### config.mk
export PLATFORM = sky130hd
export DESIGN_NAME = ascii_number_parser_top_flat
export DESIGN_NICKNAME = d
export VERILOG_FILES = /design/src/rtl/core/anp_pkg.sv /design/src/rtl/core/anp_char_if.sv /design/src/rtl/core/anp_result_if.sv /design/src/rtl/core/anp_step.sv /design/src/rtl/core/ascii_number_parser_top.sv /design/src/flat_wrapper.sv
export SDC_FILE = /design/constraint.sdc
export NUM_CORES = 1
export LEC_CHECK = 0
export BUFFER_PORTS_ARGS = -buffer_cell sky130_fd_sc_hd__buf_2
export CAP_MARGIN = 20
export CORE_ASPECT_RATIO = 1.4
export CORE_MARGIN = 3
export CORE_UTILIZATION = 55
export CTS_BUF_LIST = sky130_fd_sc_hd__clkbuf_8 sky130_fd_sc_hd__clkbuf_16
export DETAILED_ROUTE_END_ITERATION = 7
export GPL_TIMING_DRIVEN = 1
export HOLD_SLACK_MARGIN = 0.05
export PLACE_DENSITY = 0.78
export SYNTH_ARGS = -nofsm -noshare
export SYNTH_HDL_FRONTEND = slang
export SYNTH_SLANG_ARGS = --single-unit
### constraint.sdc
create_clock -name clk -period 3.58 [get_ports clk]
set_input_delay 0.179 -clock clk [delete_from_list [all_inputs] [get_ports clk]]
set_output_delay 0.179 -clock clk [all_outputs]
set_load 0.01 [all_outputs]
### src/rtl/core/anp_pkg.sv
// anp_pkg: types, character codes and helper functions of the ASCII number parser.
// Standalone package; used by the step logic and the top level.
package anp_pkg;

  // Number format register codes
  localparam logic [1:0] FMT_U32 = 2'd0;
  localparam logic [1:0] FMT_I32 = 2'd1;
  localparam logic [1:0] FMT_U8  = 2'd2;

  // Register indexes on the configuration port
  localparam logic REG_NUMBER_FORMAT = 1'b0;

  // Character codes
  localparam logic [7:0] CHAR_NUL     = 8'h00;
  localparam logic [7:0] CHAR_MINUS   = 8'h2D;
  localparam logic [7:0] CHAR_X_LOWER = 8'h78;
  localparam logic [7:0] CHAR_X_UPPER = 8'h58;
  localparam logic [7:0] CHAR_ZERO    = 8'h30;
  localparam logic [7:0] CHAR_NINE    = 8'h39;
  localparam logic [7:0] CHAR_A_UPPER = 8'h41;
  localparam logic [7:0] CHAR_F_UPPER = 8'h46;
  localparam logic [7:0] CHAR_A_LOWER = 8'h61;
  localparam logic [7:0] CHAR_F_LOWER = 8'h66;

  // Digit count limits per format
  localparam logic [3:0] I32_HEX_MAX = 4'd8;
  localparam logic [3:0] U8_HEX_MAX  = 4'd2;
  localparam logic [3:0] U8_DEC_MAX  = 4'd3;
  localparam logic [31:0] U8_MAX_VALUE = 32'd255;

  // Parser state carried between characters
  typedef struct packed {
    logic [3:0]  char_position;
    logic        hex_mode;
    logic        negative_sign;
    logic [31:0] accumulator;
    logic        error_seen;
    logic [3:0]  digit_count;
  } parser_state_t;

  // Result of one string
  typedef struct packed {
    logic [31:0] parsed_value;
    logic        parse_error;
  } parse_result_t;

  // Saturating 4-bit increment
  function automatic logic [3:0] sat_inc(input logic [3:0] v);
    return (v == 4'hF) ? 4'hF : v + 4'd1;
  endfunction

  // Hex digit value; bit 4 set when the character is no hex digit
  function automatic logic [4:0] hex_digit(input logic [7:0] c);
    logic [7:0] d;
    d = 8'h10;
    if (c >= CHAR_ZERO && c <= CHAR_NINE) begin
      d = c - CHAR_ZERO;
    end else if (c >= CHAR_A_UPPER && c <= CHAR_F_UPPER) begin
      d = c - CHAR_A_UPPER + 8'd10;
    end else if (c >= CHAR_A_LOWER && c <= CHAR_F_LOWER) begin
      d = c - CHAR_A_LOWER + 8'd10;
    end
    return d[4:0];
  endfunction

endpackage

### src/rtl/core/anp_char_if.sv
// anp_char_if: request channel that carries one ASCII character.
// Standalone interface; no package dependency.
interface anp_char_if;
  logic       valid;
  logic       ready;
  logic [7:0] char_code;

  modport source (output valid, output char_code, input ready);
  modport sink (input valid, input char_code, output ready);
endinterface

### src/rtl/core/anp_result_if.sv
// anp_result_if: request channel that carries one parse result.
// Standalone interface; no package dependency.
interface anp_result_if;
  logic        valid;
  logic        ready;
  logic [31:0] parsed_value;
  logic        parse_error;

  modport source (output valid, output parsed_value, output parse_error, input ready);
  modport sink (input valid, input parsed_value, input parse_error, output ready);
endinterface

### src/rtl/core/anp_step.sv
// anp_step: next parser state for one character and the final result at the terminator.
// Depends on anp_pkg.
module anp_step (
  input  anp_pkg::parser_state_t cur,
  input  logic [7:0]             char_code,
  input  logic [1:0]             number_format,
  output anp_pkg::parser_state_t nxt,
  output anp_pkg::parse_result_t result
);

  logic [4:0]  hex_val;
  logic [3:0]  dc_inc;
  logic [3:0]  prefix_pos;
  logic        is_x;
  logic [31:0] acc_dec;
  logic [31:0] acc_hex;

  assign hex_val    = anp_pkg::hex_digit(char_code);
  assign dc_inc     = anp_pkg::sat_inc(cur.digit_count);
  assign prefix_pos = {3'b000, cur.negative_sign} + 4'd1;
  assign is_x       = (char_code == anp_pkg::CHAR_X_LOWER) ||
                      (char_code == anp_pkg::CHAR_X_UPPER);
  // acc*10 + digit as shift-add
  assign acc_dec = {cur.accumulator[28:0], 3'b000} + {cur.accumulator[30:0], 1'b0}
                 + {24'd0, char_code - anp_pkg::CHAR_ZERO};
  assign acc_hex = {cur.accumulator[27:0], hex_val[3:0]};

  // Advance the parser by one character
  always_comb begin
    nxt = cur;
    if (!cur.error_seen) begin
      if (char_code == anp_pkg::CHAR_MINUS) begin
        if (number_format == anp_pkg::FMT_I32 && cur.char_position == 4'd0) begin
          nxt.negative_sign = 1'b1;
        end else begin
          nxt.error_seen = 1'b1;
        end
      end else if (is_x && !cur.hex_mode && cur.char_position == prefix_pos &&
                   cur.digit_count == 4'd1 && cur.accumulator == 32'd0) begin
        nxt.hex_mode    = 1'b1;
        nxt.digit_count = 4'd0;
        nxt.accumulator = 32'd0;
      end else if (cur.hex_mode) begin
        if (hex_val[4]) begin
          nxt.error_seen = 1'b1;
        end else begin
          nxt.digit_count = dc_inc;
          if ((number_format == anp_pkg::FMT_I32 && dc_inc > anp_pkg::I32_HEX_MAX) ||
              (number_format == anp_pkg::FMT_U8 && dc_inc > anp_pkg::U8_HEX_MAX)) begin
            nxt.error_seen = 1'b1;
          end else begin
            nxt.accumulator = acc_hex;
          end
        end
      end else begin
        if (!(char_code inside {[anp_pkg::CHAR_ZERO:anp_pkg::CHAR_NINE]})) begin
          nxt.error_seen = 1'b1;
        end else begin
          nxt.digit_count = dc_inc;
          if (number_format == anp_pkg::FMT_U8 && dc_inc > anp_pkg::U8_DEC_MAX) begin
            nxt.error_seen = 1'b1;
          end else begin
            nxt.accumulator = acc_dec;
          end
        end
      end
    end
    nxt.char_position = anp_pkg::sat_inc(cur.char_position);
  end

  // Range check, negation and width at the terminator
  always_comb begin
    result.parsed_value = cur.accumulator;
    result.parse_error  = cur.error_seen;
    case (number_format)
      anp_pkg::FMT_U8: begin
        if (cur.accumulator > anp_pkg::U8_MAX_VALUE) begin
          result.parse_error = 1'b1;
        end
        result.parsed_value = {24'd0, cur.accumulator[7:0]};
      end
      anp_pkg::FMT_I32: begin
        if (cur.negative_sign) begin
          result.parsed_value = 32'd0 - cur.accumulator;
        end
      end
      default: begin
        result.parsed_value = cur.accumulator;
      end
    endcase
    if (result.parse_error) begin
      result.parsed_value = 32'd0;
    end
  end

endmodule

### src/rtl/core/ascii_number_parser_top.sv
// ascii_number_parser_top: ASCII decimal/hex string to integer parser.
// Depends on anp_pkg, anp_char_if, anp_result_if and anp_step.
//
// Usage:
//   chars   - sink channel, one ASCII character per request. A zero character
//             ends the string and yields exactly one request on results.
//   results - source channel with parsed_value and parse_error.
//   APB     - register number_format at byte address 0 (0 unsigned 32-bit,
//             1 signed 32-bit, 2 unsigned 8-bit); write it only while idle.
// Throughput: one character per cycle. Each character updates the parser
// state registers in the cycle it is accepted (one shift-add by 10 or 16).
// The result appears on results in the cycle after the terminator is
// accepted, from a single result register.
// Stall: while a result waits and results.ready is low, chars.ready drops;
// a character is still taken in the same cycle the waiting result leaves.
// Reset (rst, synchronous): parser state cleared, no result pending,
// number_format back to unsigned 32-bit.
module ascii_number_parser_top (
  input  logic               clk,
  input  logic               rst,
  anp_char_if.sink           chars,
  anp_result_if.source       results,
  input  logic               psel,
  input  logic               penable,
  input  logic               pwrite,
  input  logic [2:0]         paddr,
  input  logic [31:0]        pwdata,
  output logic [31:0]        prdata,
  output logic               pready
);

  logic [1:0]             number_format;
  anp_pkg::parser_state_t state;
  anp_pkg::parser_state_t state_next;
  anp_pkg::parse_result_t step_result;
  anp_pkg::parse_result_t result;
  logic                   result_valid;
  logic                   char_take;
  logic                   is_term;
  logic                   cfg_write;

  // Configuration port
  assign pready    = 1'b1;
  assign cfg_write = psel && penable && pwrite && pready &&
                     (paddr[2] == anp_pkg::REG_NUMBER_FORMAT);
  assign prdata    = (paddr[2] == anp_pkg::REG_NUMBER_FORMAT) ? {30'd0, number_format}
                                                              : 32'd0;

  always_ff @(posedge clk) begin
    if (rst) begin
      number_format <= anp_pkg::FMT_U32;
    end else if (cfg_write) begin
      number_format <= pwdata[1:0];
    end
  end

  // Handshake
  assign chars.ready = !result_valid || results.ready;
  assign char_take   = chars.valid && chars.ready;
  assign is_term     = (chars.char_code == anp_pkg::CHAR_NUL);

  anp_step u_step (
    .cur           (state),
    .char_code     (chars.char_code),
    .number_format (number_format),
    .nxt           (state_next),
    .result        (step_result)
  );

  // Advance parser state; clear it after the terminator
  always_ff @(posedge clk) begin
    if (rst) begin
      state <= '0;
    end else if (char_take) begin
      if (is_term) begin
        state <= '0;
      end else begin
        state <= state_next;
      end
    end
  end

  // Hold the result until taken
  always_ff @(posedge clk) begin
    if (rst) begin
      result_valid <= 1'b0;
    end else if (char_take && is_term) begin
      result_valid <= 1'b1;
    end else if (results.ready) begin
      result_valid <= 1'b0;
    end
  end

  always_ff @(posedge clk) begin
    if (char_take && is_term) begin
      result <= step_result;
    end
  end

  assign results.valid        = result_valid;
  assign results.parsed_value = result.parsed_value;
  assign results.parse_error  = result.parse_error;

  // Checks
  a_term_clears: assert property (@(posedge clk) disable iff (rst)
    char_take && is_term |=> state.char_position == 4'd0 && !state.error_seen &&
                             state.accumulator == 32'd0)
    else $error("parser state not cleared after terminator");

  a_error_zero: assert property (@(posedge clk) disable iff (rst)
    result_valid && result.parse_error |-> result.parsed_value == 32'd0)
    else $error("error result carries a nonzero value");

  a_stall_only_on_result: assert property (@(posedge clk) disable iff (rst)
    !chars.ready |-> result_valid && !results.ready)
    else $error("character input stalled without a waiting result");

  a_char_counts: assert property (@(posedge clk) disable iff (rst)
    char_take && !is_term |=> state.char_position != 4'd0)
    else $error("character position did not advance");

endmodule

### src/flat_wrapper.sv
// flat-port wrapper written by rule: the top's interface ports become plain ports
module ascii_number_parser_top_flat 
  (clk, rst, psel, penable, pwrite, paddr, pwdata, prdata, pready, chars_valid, chars_char_code, chars_ready, results_valid, results_parsed_value, results_parse_error, results_ready);
  anp_char_if chars_i ();
  anp_result_if results_i ();
  input  logic clk;
  input  logic rst;
  input  logic psel;
  input  logic penable;
  input  logic pwrite;
  input  logic [2:0] paddr;
  input  logic [31:0] pwdata;
  output logic [31:0] prdata;
  output logic pready;
  input wire logic [$bits(chars_i.valid)-1:0] chars_valid;
  input wire logic [$bits(chars_i.char_code)-1:0] chars_char_code;
  output wire logic [$bits(chars_i.ready)-1:0] chars_ready;
  output wire logic [$bits(results_i.valid)-1:0] results_valid;
  output wire logic [$bits(results_i.parsed_value)-1:0] results_parsed_value;
  output wire logic [$bits(results_i.parse_error)-1:0] results_parse_error;
  input wire logic [$bits(results_i.ready)-1:0] results_ready;
  assign chars_i.valid = chars_valid;
  assign chars_i.char_code = chars_char_code;
  assign chars_ready = chars_i.ready;
  assign results_valid = results_i.valid;
  assign results_parsed_value = results_i.parsed_value;
  assign results_parse_error = results_i.parse_error;
  assign results_i.ready = results_ready;
  ascii_number_parser_top u_core (.clk(clk), .rst(rst), .chars(chars_i), .results(results_i), .psel(psel), .penable(penable), .pwrite(pwrite), .paddr(paddr), .pwdata(pwdata), .prdata(prdata), .pready(pready));
endmodule
# Word-level counts from Yosys, hierarchy flattened
# Index checks and enable logic that the tools add are counted.
# totals
register_bits,79
in_bits,50
output_inout_bits,68
# classes
n_addsub,11
order_cmp,10
eq_ne,14
mux,36
n_bitwise,1
reduce_logical,33
# ops
op,n
$mux W32,7
$pmux W32 S2,1
$mux W43,1
$mux W39,1
$mux W37,1
$add A32 B32 Y32,1
$add A32 B8 Y32,1
$gt A32 B8 Y1 const B,1
$logic_not A32 Y1,1
$sub A1 B32 Y32 const A,1
$mux W4,6
$eq A8 B7 Y1 const B,2
$ge A8 B7 Y1 const B,2
$le A8 B7 Y1 const B,2
$logic_and A1 B1 Y1,16
$mux W1,15
$mux W5,3
$add A5 B4 Y5 const B,2
$sub A5 B1 Y5 const B,2
$add A4 B1 Y4 const B,2
$eq A4 B4 Y1 const B,2
$eq A8 B6 Y1 const B,1
$ge A8 B6 Y1 const B,1
$gt A4 B2 Y1 const B,2
23 further kinds,31

# Depth between registers and ports, before layout
# Gate-level depths: netlist of run 1.
# logic_depth
depth_word,12
depth_mapped,15

# By module
# A second synthesis of run 1 with hierarchy kept.
# unflattened
cells_unflattened,940
area_unflattened_um2,7813.7
# modules_own_cells
mod,instances,cells_per_inst,area_each_um2
anp_step,1,759,5027.3
ascii_number_parser_top,1,181,2786.4

# Least setup slack after synthesis of run 1
# OpenSTA, ideal clock, no wires.
# synth_path
kind,flip-flop to flip-flop
startpoint,reg u_core.state[9] in the netlist's numbering
endpoint,reg u_core.state[24] in the netlist's numbering
setup_ns,0.101
t_arrival_ns,3.163
required_ns,3.479
setup_slack_ns,0.316
stages_incl_launch_ff,15
path_buffers,1
cell_sequence,dfxtp_1 > clkbuf_1 > inv_1 > fa_1 > inv_1 > ha_1 > o211ai_1 > o21ai_0 > o2111ai_1 > and2_1 > o21ai_0 > a21boi_0 > xnor2_1 > mux2i_1 > o41ai_1
# synth_between
elab_chain_cells,9
elab_cells_between_ends,16
# synth_rtl
element,line,text
"start, declared",ascii_number_parser_top.sv:33,anp_pkg::parser_state_t state;
"start signal, assigned",ascii_number_parser_top.sv:78,state <= state_next;
$add A32 B32 Y32,anp_step.sv:24,"assign acc_dec = {cur.accumulator[28:0], 3'b000} + {cur.accumulator[30:0], 1'b0}"
$add A32 B8 Y32,anp_step.sv:25,"+ {24'd0, char_code - anp_pkg::CHAR_ZERO};"
$mux W32,anp_step.sv:60,if (number_format == anp_pkg::FMT_U8 && dc_inc > anp_pkg::U8_DEC_MAX) begin
$mux W32,anp_step.sv:56,if (!(char_code inside {[anp_pkg::CHAR_ZERO:anp_pkg::CHAR_NINE]})) begin
$mux W37,anp_step.sv:43,end else if (cur.hex_mode) begin
$mux W32,anp_step.sv:38,end else if (is_x && !cur.hex_mode && cur.char_position == prefix_pos &&
$mux W32,anp_step.sv:32,if (char_code == anp_pkg::CHAR_MINUS) begin
$mux W39,anp_step.sv:31,if (!cur.error_seen) begin
$mux W43,ascii_number_parser_top.sv:75,if (is_term) begin
# Several ways; a longest one is shown, not always the timed one. The select of a mux whose other input is x is not followed.
# A chain may end at the register's enable or synchronous reset.

# Worst setup path after layout of run 1
# layout_path
startpoint,reg u_core.state[6] in the netlist's numbering
endpoint,reg u_core.state[30] in the netlist's numbering
# The elaborated chain is that of the path after synthesis.

==> insert_results.sql, run 1 <==
INSERT INTO impl_metrics (metric_group, metric, value, unit) VALUES
('outcome', 'outcome', 'finished clean', ''),
('cells_and_area', 'final_area', '7740', 'um2'),
('placed_design', 'hpwlAfterDp', '13600', 'um'),
('clock_tree', 'cts_max_level', '3', ''),
('sta', 'post-route-min-period', '3.45', 'ns'),
('sta', 'period_share', '0.963', ''),
('drt', 'num_vias', '6249', ''),
('placed_design', 'detailed_place.area', '7400', 'um2'),
('clock_tree', 'cts.root.buffer_cell', 'sky130_fd_sc_hd__clkbuf_16', ''),
('sta', 'holdWs', '0.0647', 'ns'),
('clock_tree', 'cts.clk_slew.worst_paths', '0.07', 'ns'),
('min_path', 'worst_hold_startpoint', 'pwdata[0]', ''),
('grt', 'antenna_violations_before_repair', '0', ''),
('worst_setup_path', 'worstSetupStartpointType', 'flip-flop', ''),
('clock_tree', 'cts_max_path_bufs', '2', ''),
('floorplan', 'design.portCount', '118', ''),
('worst_setup_path', 'endpoint_kind', 'flip-flop', ''),
('grt', 'grt_use_total', '0.252', ''),
('sta', 'worst_clock_skew', '0.00720', 'ns'),
('yosys', 'syn-mean-instance-area', '8.33', 'um2'),
('worst_setup_path', 'cp_data_required_time', '3.81', 'ns'),
('clock_tree', 'cts-buffers-inserted', '9', ''),
('worst_setup_path', 'critPathLaunch', 'u_core.state[6]$_SDFFE_PP0P_', ''),
('cells_and_area', 'final_common_cell', 'sky130_fd_sc_hd__nor2_1', ''),
('floorplan', 'floorplan.die.height', '139', 'um'),
('cells_and_area', 'final_net_count', '1021', ''),
('worst_setup_path', 'worstPathCellList', 'inv_1, fa_1, inv_1, ha_1, o211ai_1, o21ai_1, o2111ai_1, a211oi_2, or3_1, a21o_1, a21oi_1, xor2_1, o211ai_1', ''),
('yosys', 'postSynthCellCount', '833', ''),
('worst_setup_path', 'arrival', '3.67', 'ns'),
('yosys', 'synth.cell_area', '6940', 'um2'),
('floorplan', 'floorplan.die.width', '101', 'um'),
('sta', 'setup-violations-final', '0', ''),
('cells_and_area', 'areaGrowthSynthToFinish', '11.6', '%'),
('yosys', 'async_flop_share', '0', ''),
('floorplan', 'area_inside_the_core_boundary', '12100', 'um2'),
('min_path', 'hold_class', 'primary input to flip-flop', ''),
('sta', 'finalHoldViolCount', '0', ''),
('worst_setup_path', 'setup.worst_path.class', 'flip-flop to flip-flop', ''),
('sta', 'max_clock_freq', '290', 'MHz'),
('worst_setup_path', 'worstPathMaxFanout', '5', ''),
('drt', 'routed_wire_length_per_instance', '17.0', 'um'),
('cells_and_area', 'diodes', '0', ''),
('drt', 'ant_nets', '0', ''),
('placed_design', 'portBuffers', '54', ''),
('yosys', 'synthesis.yosys.warnings', '0', ''),
('sta', 'report.final.slew_viol_count', '0', ''),
('drt', 'dr_vias_cell', '5.97', ''),
('yosys', 'number_of_flip_flops_and_latches_in_the_synthesized_netlist', '79', ''),
('worst_setup_path', 'timing.rr.start', 'u_core.state[6]$_SDFFE_PP0P_', ''),
('worst_setup_path', 'crit_path_max_incr_delay', '0.52', 'ns'),
('floorplan', 'row_count', '47', ''),
('worst_setup_path', 'critical_path.slowest_cell', 'sky130_fd_sc_hd__fa_1', ''),
('clock_tree', 'cts_tree', 'yes', ''),
('pwr', 'power_density', '282', 'nW/um2'),
('clock_tree', 'postCtsSetupRepairBufs', '0', ''),
('drt', 'routed_wl', '17800', 'um'),
('yosys', 'number_of_enable_type_register_cells_in_the_synthesized_netlist', '33', ''),
('clock_tree', 'worstSkewPairLatency', '0.35', 'ns'),
('sta', 'tightestPinTransition', '0.707', 'ns'),
('grt', 'vias_in_the_first_global_route', '6027', ''),
('job', 'max_cap_violations', '0', ''),
('grt', 'grt_start_max_net_pins', '59', ''),
('drt', 'remaining_drc_errors', '0', ''),
('yosys', 'synth.distinct_cells', '73', ''),
('grt', 'global_route_wire_length_before_repair', '28500', 'um'),
('cells_and_area', 'commonest_non_fill_non_tap_cells_in_the_layout', 'sky130_fd_sc_hd__nor2_1 (76), sky130_fd_sc_hd__nand2_1 (70), sky130_fd_sc_hd__ha_1 (70), sky130_fd_sc_hd__a21oi_1 (60), sky130_fd_sc_hd__buf_2 (54)', ''),
('floorplan', 'die-area', '14000', 'um2'),
('yosys', 'yosys_most_used_dff', 'sky130_fd_sc_hd__dfxtp_1', ''),
('cells_and_area', 'post_route_cells_drive_above_1_share', '0.148', ''),
('clock_tree', 'cts_sinks', '79', ''),
('worst_setup_path', 'worst_path_dominant_cell_family', 'compound AO/OA/AOI/OAI gates', '');
## cells in the mapped netlist (9+ instances only)
library cell / n / area [um2]
sky130_fd_sc_hd__xor2_1: 26 / 228
sky130_fd_sc_hd__clkbuf_1: 27 / 101
sky130_fd_sc_hd__buf_4: 33 / 248
sky130_fd_sc_hd__nand2b_1: 13 / 81.3
sky130_fd_sc_hd__o211ai_1: 11 / 82.6
sky130_fd_sc_hd__ha_1: 70 / 876
sky130_fd_sc_hd__edfxtp_1: 33 / 991
sky130_fd_sc_hd__nor3_1: 22 / 110
sky130_fd_sc_hd__a21oi_1: 60 / 300
sky130_fd_sc_hd__nand3_1: 18 / 90.1
sky130_fd_sc_hd__o21ai_0: 48 / 240
sky130_fd_sc_hd__and3_1: 9 / 56.3
sky130_fd_sc_hd__a22o_1: 17 / 149
sky130_fd_sc_hd__inv_1: 41 / 154
sky130_fd_sc_hd__dfxtp_1: 46 / 921
sky130_fd_sc_hd__xnor2_1: 27 / 236
sky130_fd_sc_hd__o21a_1: 9 / 67.6
sky130_fd_sc_hd__a21o_1: 20 / 150
sky130_fd_sc_hd__nor2_1: 77 / 289
sky130_fd_sc_hd__nand2_1: 70 / 263
## where the power goes
part	internal [mW]	total (mW)	switching (mW)	leakage [nW]
combinational	0.0661	0.189	0.123	2.65
sequential	0.934	0.940	0.00570	0.681
clock	0.629	1.06	0.427	0.165
total	1.63	2.19	0.556	3.50
## metrics by stage
step | setup TNS, ns | util | setup WS, ns | std cells | power, mW
2_1_floorplan | 0 | - | 0.316 | 862 | 1.11
3_3_place_gp | 0 | 0.614 | 0.0506 | 1031 | 1.14
3_5_place_dp | -0.00701 | 0.614 | -0.00701 | 1031 | 1.15
4_1_cts | 0 | 0.641 | 0.0701 | 1047 | 2.19
5_1_grt | -0.0613 | 0.642 | -0.0363 | 1047 | 2.25
6_report | 0 | 0.642 | 0.132 | 1047 | 2.19
## worst paths after layout
| kind | endpoint | slack (ns) | depth (start not counted) |
|---|---|---|---|
| min reg2reg | u_core.number_format[1]$_SDFFE_PP0P_ | 0.54 | 2 |
| max | u_core.state[30]$_SDFFE_PP0P_ | 0.13 | 13 |
| max reg2reg | u_core.state[30]$_SDFFE_PP0P_ | 0.13 | 13 |
| min | u_core.number_format[0]$_SDFFE_PP0P_ | 0.06 | 3 |
## state kept, by name (all words and copies together), names as in the netlist
name / flops
u_core.number_format: 2
u_core.results.valid: 1
u_core.results.parse_error: 1
u_core.state: 43
u_core.results.parsed_value: 32
## cells by family (layout without fill, tap and decap cells)
kind of cell	Yosys count	count (layout)	share of synthesized area
multiplexers	3	3	0.00433
other	2	31	0.00108
buffers and inverters	112	150	0.0821
AND/OR/NAND/NOR	266	266	0.191
AO/OA/AOI/OAI	242	242	0.236
flip-flops	79	79	0.276
XOR/XNOR	53	53	0.0669
adder cells (fa/ha/maj)	76	76	0.144
## worst register-to-register path: cells and delay by family (launching register included)
kind            cells  cell delay (ns)
fa+ha+maj           2             0.87
compound gates      7             1.26
simple gates        1             0.38
xor+xnor            1             0.16
flops               1             0.46
buf+inv             2             0.21
## per-layer routing
layer / wire (um) / global-route usage / vias up
met5: 0 / 0 / -
met4: 1110 / 0.141 / 0
met3: 736 / 0.0388 / 66
met2: 9580 / 0.476 / 175
met1: 6350 / 0.252 / 2939
li1: - / - / 3069
## cell type report
class / instances / area (um2)
fill: 1031 / 4310
timing repair buffer: 93 / 576
tap: 147 / 184
inverter: 41 / 154
clock inverter: 7 / 109
multi-input combinational: 671 / 4580
sequential: 79 / 1910
clock buffer: 9 / 225
## repair_timing
action	in CTS	in global routing
hold buffers	0	0
endpoints found under the setup margin	0	3
resized for setup	0	4
(Power assumes the default switching activity.)
==> inputs of run 2 (changes only) <==
Settings changed: PLACE_DENSITY 0.78 to default, PLACE_DENSITY_LB_ADDON from default to 0.2.
==> run 2 against run 1 <==
Register-to-register slack better by 0.10 ns. Design area shrank 1.1%. Non-clock buffer count shrank 1. Sequential cell count did not move. Clock skew rose by 0.0010 ns. Via count increased by 2.0%. First-iteration DRC count up 17%. Wire length is 2.6% higher. Die area unchanged. Clock power down 22%. Critical path depth decreased by 1. Setup slack better by 0.10 ns. Critical endpoint is now u_core.state[34]$_SDFFE_PP0P_.
==> insert_results.sql, run 2 (synthesized netlist as in run 1, its figures left out) <==
INSERT INTO impl_metrics (metric_group, metric, value, unit) VALUES
('sta', 'holdWs', '0.0877', 'ns'),
('drt', 'detailedRoute.firstIterationViolations', '411', ''),
('worst_setup_path', 'arrival', '3.56', 'ns'),
('pwr', 'power_leakage', '3.46', 'nW'),
('clock_tree', 'cts_sinks', '79', ''),
('grt', 'grt_use_total', '0.258', ''),
('pwr', 'power_density', '255', 'nW/um2'),
('placed_design', 'hpwlAfterDp', '14000', 'um'),
('clock_tree', 'postCtsSetupRepairBufs', '0', ''),
('grt', 'grt_start_max_net_pins', '59', ''),
('cells_and_area', 'flip_flop_count_of_the_largest_register_after_layout', '43', ''),
('cells_and_area', 'final_common_cell', 'sky130_fd_sc_hd__nor2_1', ''),
('sta', 'report.final.slew_viol_count', '0', ''),
('worst_setup_path', 'worstPathMaxFanout', '7', ''),
('cells_and_area', 'commonest_non_fill_non_tap_cells_in_the_layout', 'sky130_fd_sc_hd__nor2_1 (76), sky130_fd_sc_hd__nand2_1 (70), sky130_fd_sc_hd__ha_1 (70), sky130_fd_sc_hd__a21oi_1 (59), sky130_fd_sc_hd__buf_2 (54)', ''),
('clock_tree', 'ctsHoldBuffers', '0', ''),
('floorplan', 'die-area', '14000', 'um2'),
('drt', 'num_vias', '6377', ''),
('grt', 'vias_in_the_first_global_route', '6184', ''),
('grt', 'antenna_violations_before_repair', '0', ''),
('drt', 'routed_wl', '18200', 'um'),
('clock_tree', 'cts.root.buffer_cell', 'sky130_fd_sc_hd__clkbuf_16', ''),
('placed_design', 'place_ws', '-0.0183', 'ns'),
('grt', 'globalRoute.totalOverflow', '0', ''),
('clock_tree', 'cts_max_path_bufs', '2', ''),
('floorplan', 'initial_core_utilization', '0.576', ''),
('sta', 'finalHoldViolCount', '0', ''),
('worst_setup_path', 'worstSetupStartpointType', 'flip-flop', ''),
('cells_and_area', 'final_net_count', '1021', ''),
('floorplan', 'floorplan.die.height', '139', 'um'),
('worst_setup_path', 'setup.worst_path.class', 'flip-flop to flip-flop', ''),
('sta', 'setup-violations-final', '0', ''),
('cells_and_area', 'sequential_cell_area', '1910', 'um2'),
('sta', 'rsz0062_at_grt', 'no', ''),
('pwr', 'power.total', '1.96', 'mW'),
('pwr', 'power.ir.vdd_worst', '0.000224', 'V'),
('cells_and_area', 'diodes', '0', ''),
('sta', 'timing.final.ws_setup', '0.234', 'ns'),
('clock_tree', 'cts_tree', 'yes', ''),
('outcome', 'outcome', 'finished clean', ''),
('clock_tree', 'worstSkewPairLatency', '0.34', 'ns'),
('sta', 'slew_headroom', '0.424', ''),
('clock_tree', 'cts-buffers-inserted', '9', ''),
('drt', 'remaining_drc_errors', '0', ''),
('floorplan', 'design.portCount', '118', ''),
('cells_and_area', 'area_of_the_multi_input_gates', '4580', 'um2'),
('sta', 'period_share', '0.935', ''),
('drt', 'routed_wire_length_per_instance', '17.4', 'um'),
('clock_tree', 'cts_max_level', '3', ''),
('drt', 'drt_pre_antenna_iters', '5', ''),
('sta', 'post-route-min-period', '3.35', 'ns'),
('drt', 'dr_vias_cell', '6.09', ''),
('floorplan', 'floorplan.die.width', '101', 'um'),
('worst_setup_path', 'endpoint_kind', 'flip-flop', ''),
('cells_and_area', 'largest-register', 'u_core.state', ''),
('sta', 'worst_clock_skew', '0.00823', 'ns'),
('drt', 'ant_nets', '0', ''),
('cells_and_area', 'post-route-util', '0.635', ''),
('grt', 'global_route_wire_length_before_repair', '29600', 'um'),
('min_path', 'hold_class', 'primary input to flip-flop', ''),
('placed_design', 'portBuffers', '54', ''),
('cells_and_area', 'nFillCells', '1023', ''),
('floorplan', 'area_inside_the_core_boundary', '12100', 'um2'),
('sta', 'tightestPinTransition', '0.859', 'ns'),
('sta', 'max_clock_freq', '299', 'MHz'),
('cells_and_area', 'areaGrowthSynthToFinish', '10.3', '%'),
('clock_tree', 'cts.clk_slew.worst_paths', '0.06', 'ns'),
('placed_design', 'place_congestion', '0.968', ''),
('cells_and_area', 'post_route_cells_drive_above_1_share', '0.146', ''),
('worst_setup_path', 'cp_data_required_time', '3.80', 'ns'),
('job', 'max_cap_violations', '0', ''),
('floorplan', 'row_count', '47', '');
[run 2: layer usage]
layer  wire length, um  share of wire  global-route usage
met2             10100           0.55               0.487
met4               976          0.053               0.141
met1              6560           0.36               0.266
met3               603          0.033              0.0307
met5                 0              0                   0
[run 2: through the flow]
| step | cells | area [um2] | TNS (ns) |
|---|---|---|---|
| floorplan | 862 | 7050 | 0 |
| global placement | 1030 | 7370 | 0 |
| detailed placement | 1030 | 7370 | -0.0183 |
| CTS | 1046 | 7640 | 0 |
| global route | 1047 | 7650 | 0 |
| finish | 1047 | 7650 | 0 |
[run 2: layout make-up]
class	count	share of cell area
inverters	41	0.0201
multi-input cells	672	0.599
clock inverters	7	0.00539
repair buffers	92	0.0726
clock buffers	9	0.0294
well taps	147	0.0240
flip-flops and latches	79	0.250
[run 2: timing repair]
| item | 4_1_cts | 5_1_grt |
|---|---|---|
| resized for setup | 0 | 4 |
| setup endpoints to repair | 0 | 9 |
| hold endpoints to repair | 0 | 0 |
[run 2: final timing paths]
kind                                                            from                              endpoint  slack [ns]  depth (start not counted)
worst max-delay path                   u_core.state[15]$_SDFFE_PP0P_         u_core.state[34]$_SDFFE_PP0P_        0.23                         12
worst min-delay path                                       pwdata[1]  u_core.number_format[1]$_SDFFE_PP0P_        0.09                          3
worst max register to register         u_core.state[15]$_SDFFE_PP0P_         u_core.state[34]$_SDFFE_PP0P_        0.23                         12
worst min register to register  u_core.number_format[1]$_SDFFE_PP0P_  u_core.number_format[1]$_SDFFE_PP0P_        0.55                          2
[run 2: worst max-delay path, stage by stage, from the launching register on]
cell                       delay (ns)
sky130_fd_sc_hd__dfxtp_1         0.49
sky130_fd_sc_hd__ha_1            0.29
sky130_fd_sc_hd__ha_1            0.38
sky130_fd_sc_hd__o21a_1          0.20
sky130_fd_sc_hd__a21oi_1         0.34
sky130_fd_sc_hd__o21bai_1        0.12
sky130_fd_sc_hd__a221o_1         0.30
sky130_fd_sc_hd__a21oi_1         0.18
sky130_fd_sc_hd__o31ai_1         0.10
sky130_fd_sc_hd__buf_4           0.15
sky130_fd_sc_hd__a221oi_1        0.37
sky130_fd_sc_hd__xor2_1          0.21
sky130_fd_sc_hd__o21ai_1         0.09
[run 2: where the power goes]
part / switching [mW] / internal [mW] / leakage [nW]
sequential: 0.00549 / 0.935 / 0.681
clock: 0.364 / 0.464 / 0.137
combinational: 0.125 / 0.0609 / 2.64
